## src/sv/lens_distortion_point_map_unit_defines.svh

```systemverilog
// Assertion macros shared by the lens distortion point map RTL.
// Each macro expects clk_i and rst_ni to be visible where it is used.
`ifndef LENS_DISTORTION_POINT_MAP_UNIT_DEFINES_SVH
`define LENS_DISTORTION_POINT_MAP_UNIT_DEFINES_SVH

// Consequent must hold in the same cycle as the antecedent.
`define LDPM_ASSERT_NOW(lbl, ante, cons, msg) \
  lbl: assert property (@(posedge clk_i) disable iff (!rst_ni) (ante) |-> (cons)) \
    else $error(msg);

// Consequent must hold in the cycle after the antecedent.
`define LDPM_ASSERT_NEXT(lbl, ante, cons, msg) \
  lbl: assert property (@(posedge clk_i) disable iff (!rst_ni) (ante) |=> (cons)) \
    else $error(msg);

`endif

```

## src/sv/ldpm_pkg.sv

```systemverilog
`default_nettype none
package ldpm_pkg;

  // Coordinate and register widths.
  localparam int COORD_W = 24;
  localparam int FOC_W   = 24;
  localparam int COEF_W  = 32;
  localparam int DIFF_W  = COORD_W + 1;
  localparam int FRAC_W  = 24;
  localparam int NUM_W   = DIFF_W + FRAC_W;
  localparam int QW      = 64;

  localparam logic signed [QW-1:0] LIM     = 64'sh3FFF_FFFF_FFFF_FFFF;
  localparam logic signed [QW-1:0] ONE_Q24 = 64'sh0000_0000_0100_0000;
  localparam logic signed [QW-1:0] OUT_MAX = 64'sd8388607;
  localparam logic signed [QW-1:0] OUT_MIN = -64'sd8388608;

  localparam logic signed [COEF_W-1:0] K3_DEFAULT = 32'sd0;

  typedef enum logic [2:0] {
    REG_FOCAL_X    = 3'd0,
    REG_FOCAL_Y    = 3'd1,
    REG_CENTER_X   = 3'd2,
    REG_CENTER_Y   = 3'd3,
    REG_RADIAL_ONE = 3'd4,
    REG_RADIAL_TWO = 3'd5,
    REG_TANG_ONE   = 3'd6,
    REG_TANG_TWO   = 3'd7
  } cfg_idx_e;

  // Saturated value together with its overflow flag.
  typedef struct packed {
    logic                   sat;
    logic signed [QW-1:0]   v;
  } sres_t;

  typedef struct packed {
    logic                     clip;
    logic signed [COORD_W-1:0] row;
    logic signed [COORD_W-1:0] col;
  } res_t;

  // Saturating add, clamped to +-LIM.
  function automatic sres_t sadd(input logic signed [QW-1:0] a,
                                 input logic signed [QW-1:0] b);
    logic signed [QW:0] s;
    sres_t r;
    s = {a[QW-1], a} + {b[QW-1], b};
    if (s > $signed({LIM[QW-1], LIM})) begin
      r.sat = 1'b1;
      r.v   = LIM;
    end else if (s < -$signed({LIM[QW-1], LIM})) begin
      r.sat = 1'b1;
      r.v   = -LIM;
    end else begin
      r.sat = 1'b0;
      r.v   = s[QW-1:0];
    end
    return r;
  endfunction

endpackage
`default_nettype wire

```

## src/sv/ldpm_dly.sv

```systemverilog
`default_nettype none
module ldpm_dly import ldpm_pkg::*; #(
  parameter int W = QW,
  parameter int N = 1
) (
  input  wire logic         clk_i,
  input  wire logic         en_i,
  input  wire logic [W-1:0] d_i,
  output logic      [W-1:0] q_o
);

  logic [W-1:0] tap_q [N];

  always_ff @(posedge clk_i) begin
    if (en_i) begin
      tap_q[0] <= d_i;
      for (int i = 1; i < N; i++) begin
        tap_q[i] <= tap_q[i-1];
      end
    end
  end

  assign q_o = tap_q[N-1];

endmodule
`default_nettype wire

```

## config.mk

```make
export PLATFORM = sky130hd
export DESIGN_NAME = ldpm_dly
export DESIGN_NICKNAME = d
export VERILOG_FILES = /design/src/sv/lens_distortion_point_map_unit_defines.svh /design/src/sv/ldpm_pkg.sv /design/src/sv/ldpm_dly.sv
export SDC_FILE = /design/constraint.sdc
export NUM_CORES = 1
export LEC_CHECK = 0
export ABC_CLOCK_PERIOD_IN_PS = 800
export BUFFER_PORTS_ARGS = -buffer_cell sky130_fd_sc_hd__buf_2
export CORE_MARGIN = 3
export CORE_UTILIZATION = 25
export DETAILED_ROUTE_END_ITERATION = 10
export PLACE_DENSITY = 0.53
export SLEW_MARGIN = 0
export SYNTH_ARGS = -nofsm -noshare
export SYNTH_HDL_FRONTEND = slang
export SYNTH_SLANG_ARGS = --single-unit
```

## constraint.sdc

```tcl
create_clock -name clk_i -period 0.8 [get_ports clk_i]
set_input_delay 0.08 -clock clk_i [delete_from_list [all_inputs] [get_ports clk_i]]
set_output_delay 0.08 -clock clk_i [all_outputs]
set_load 0.005 [all_outputs]
```

---- Word-level counts from Yosys, hierarchy flattened ----
Memory sizes are Yosys's and may differ from the RTL's.
Cells that the tools add are included.
operators by class
  multiplexer cells ....................... 2
operators by type and width
  operator  number
  $mux 1    2
storage, ports and cells
  flip-flop bits (word level) ............. 0
  RAM bits ................................ 64
  input port bits ......................... 66
  output and inout bits ................... 64
  logic and storage cells ................. 3
  memories kept ........................... 1
memories
  memory  depth  bits a word  read ports  clocked after Yosys merged registers in  wr ports  line            RTL
  tap_q   1      64           1           0                                        1         ldpm_dly.sv:12  logic [W-1:0] tap_q [N];

---- Logic depth before layout (Yosys ltp) ----
  depth after elaboration ................. 2
  mapped depth ............................ 0
  depth with buffers taken out ............ 0

---- Worst setup path after synthesis ----
Ideal clock, no wire load.
  path kind ............................... reg-to-output
  from .................................... memory tap_q[0][0] (netlist name)
  to ...................................... output q_o[0]
  arrival time ............................ 0.355 ns
  data required time ...................... 0.720 ns
  path slack .............................. 0.365 ns
  cell stages (with the launch flop) ...... 1
  buffers on the path ..................... 0
  cells stage by stage .................... edfxtp_1
between the ends
  word-level cells in the longest chain between the ends .. 1
ends and longest elaborated chain
  element          line            RTL
  start, declared  ldpm_dly.sv:12
  $mem_v2 1x64     --
  end, declared    ldpm_dly.sv:9   output logic [W-1:0] q_o
Every way passes these cells.

---- Worst setup path in the final report ----
  from .................................... memory tap_q[0][18] (netlist name)
  to ...................................... output q_o[18]
Same word-level chain as after synthesis.

==> qor.log <==
INFO  run_status     outcome=finished, violations left
INFO  run_status     failed_checks=negative setup slack
INFO  floorplanning  initial_utilization=26.1%
INFO  sta            setup_viol=64
INFO  grt            grt_max_degree=34
INFO  final_layout   multiInputGateArea=0um2
INFO  sta            period_minus_slack=0.923ns
INFO  sta            post_route_clock_period_utilization=115%
INFO  power          power.leakage=1.52nW
INFO  power          peakVddDrop=1.08mV
INFO  synthesis      number_of_enable_type_register_cells_in_the_synthesized_netlist=64
INFO  place          dp_worst_setup_slack=0.0404ns
INFO  setup_path     timing.critical_path.required=0.72ns
INFO  grt            gr-max-usage-layer=met2
INFO  sta            tightestPinTransition=0.177ns
INFO  clocking       cts-buffers-inserted=9
INFO  setup_path     cp_top_family=flip-flops
INFO  worst_hold_path hold_path_class=input port to register
INFO  floorplanning  dieArea=0.00878mm2
INFO  job            maxCapViolations=0
INFO  sta            setup_slack=-0.123ns
INFO  route          drt_wl_cell=12.5um
INFO  grt            groute.usage.overall=11.0%
INFO  synthesis      postSynthAreaPerCell=30.0um2
INFO  grt            grt.met3_usage=6.49%
INFO  synthesis      synthFlopType=edfxtp_1
INFO  floorplanning  dieHeight=93.7um
INFO  route          vias_per_cell=3.76
INFO  worst_hold_path min-delay-start=en_i
INFO  final_layout   number_of_antenna_diodes=0
INFO  route          starting_drt_drc_count=75
INFO  sta            rsz_0062_raised_after_global_routing=yes
INFO  grt            grt.met1_usage=9.48%
INFO  synthesis      synth_fp_nets=130
INFO  floorplanning  floorplan.die.width=93.7um
INFO  route          route.detailed.drc=0
INFO  final_layout   layout.cells.non_filler=374
INFO  final_layout   final_area=0.00358mm2
INFO  floorplanning  coreArea=0.00737mm2
INFO  final_layout   layout.nets=336
INFO  final_layout   synthToLayoutAreaGrowth=86.5%
INFO  clocking       htree_num_levels=3
INFO  place          number_of_placed_instances_taps_included=294
INFO  worst_hold_path hold_path_depth=2
INFO  route          dr_total_vias=1407
INFO  synthesis      async_flop_share=0%
INFO  setup_path     timing.critical_path.fanout_max=1
INFO  place          placement.io_buffers=129
INFO  synthesis      most_used_standard_cell_by_instance_count_after_synthesis=edfxtp_1
INFO  synthesis      yosys.cell_types.count=1
INFO  floorplanning  design.portCount=130
INFO  final_layout   largest-register=tap_q
INFO  clocking       clock_pin_slew_on_the_worst_setup_and_hold_paths=0.07ns
INFO  setup_path     arrival=0.84ns
INFO  worst_hold_path hold_path_end=tap_q[0][3]
INFO  place          globalplace.congestion=0.636
INFO  power          power=7.70mW
INFO  setup_path     critical_path.endpoint_type=primary output
INFO  final_layout   largest_register_ff_count=64
INFO  clocking       clock_sinks=64
INFO  synthesis      ys_ff_latch=64
INFO  place          detailed_place.area=0.00273mm2
INFO  setup_path     cp_num_buf_inv=1
INFO  sta            totalNegativeSetupSlack=-6.16ns
INFO  sta            max_slew_margin=88.2%
INFO  synthesis      syn_warnings=0
INFO  synthesis      synthTopCellsByArea=edfxtp_1 (100%)
INFO  setup_path     critical_path.startpoint_type=register
INFO  synthesis      synth_area_leader_cell=edfxtp_1
INFO  setup_path     worst_path_largest_cell_delay=0.38ns
INFO  grt            wire_length_of_the_first_global_routing_pass=7100um
INFO  route          detail_route.wirelength=4690um
INFO  sta            timing_max_transition_violations_final=0
INFO  sta            maxClockFrequency=1.08GHz
INFO  synthesis      syn_inst=64
INFO  power          power-per-cell-area=2150mW/mm2
INFO  final_layout   fillCellCount=669
INFO  final_layout   reg.largest.list=tap_q x64
INFO  floorplanning  rows=31
INFO  clocking       clock_tree_from_tritoncts=yes
INFO  synthesis      netlist_area=0.00192mm2
INFO  sta            report.final.hold_viol_count=0
INFO  clocking       root_buffer=clkbuf_8
INFO  clocking       clock_tree_buffer_depth=2
INFO  synthesis      netlist.area_leader.share=100%
INFO  setup_path     critical_path.cell_chain=buf_2
INFO  synthesis      synth.yosys.seq_area_share=100%
INFO  final_layout   layout.comb_gates.multi_input=0
INFO  route          final_antenna_net_count=0
INFO  grt            number_of_global_route_vias_before_repair=1526
INFO  synthesis      ys_top_cells_by_count=edfxtp_1 (64)
INFO  clocking       cts_setup_buffers=0
INFO  setup_path     crit_path_top_delay_cell=edfxtp_1
INFO  route          detail_route.first_pass.iterations=3
INFO  grt            globalRouteMet2Util=20.8%
INFO  final_layout   drive_gt1_share=52.7%
INFO  setup_path     crit_type=register to primary output
INFO  grt            globalRoute.totalOverflow=0
INFO  grt            antenna_found_initial=0
-- area by class of cell --
class | count | area, um2 | area share [%]
clock buffer | 10 | 128 | 3.56
clock inverter | 6 | 83.8 | 2.34
sequential | 64 | 1920 | 53.6
tap | 99 | 124 | 3.46
timing repair buffer | 195 | 1330 | 37.0
-- per-stage QoR --
| step | utilization [%] | hold slack (ns) |
|---|---|---|
| final | 48.6 | 0.241 |
| after global routing | 48.6 | 0.227 |
| after CTS | 48.6 | 0.231 |
| after detailed placement | 37.1 | 0.258 |
| after global placement | 37.1 | 0.257 |
| after floorplan | - | 0.179 |
-- power by group --
| group | switching (mW) | internal (mW) | leakage (nW) |
|---|---|---|---|
| Combinational | 0.280 | 0.492 | 0.794 |
| Sequential | 0.0582 | 3.98 | 0.626 |
| Clock | 1.15 | 1.74 | 0.0999 |
| Total | 1.49 | 6.21 | 1.52 |
-- repair_timing --
item	CTS	global route
setup endpoints to repair	64	64
hold buffers	64	0
hold endpoints to repair	64	0
gates resized for setup	0	0
-- per-layer routing --
layer  vias to the layer above  wire length (um)
met4                         0                27
met1                       669              1480
met2                        63              2780
met3                         2               402
met5                         -                 0
li1                        673                 -
-- how the worst max path moves through the flow --
stage / cells past startpoint / slack (ns) / from / to
after floorplan: 0 / 0.36 / tap_q[0][0] / q_o[0]
after global placement: 2 / 0.05 / en_i / tap_q[0][0]
after detailed placement: 2 / 0.04 / en_i / tap_q[0][0]
after CTS: 1 / -0.15 / tap_q[0][18] / q_o[18]
after global routing: 1 / -0.19 / tap_q[0][26] / q_o[26]
final: 1 / -0.12 / tap_q[0][18] / q_o[18]
-- placed cells by master (no fill, tap or decap) --
cell type and instances:
buf_2 129, dlygate4sd3_1 64, edfxtp_1 64, clkbuf_8 9
clkinvlp_4 2, bufinv_16 2, buf_12 2, clkinv_1 1
clkinv_2 1, clkbuf_1 1
-- cells by family after synthesis --
group	after synthesis	share of synthesized area, %
flip-flops	64	100
Power figures use the tool's default switching activity.
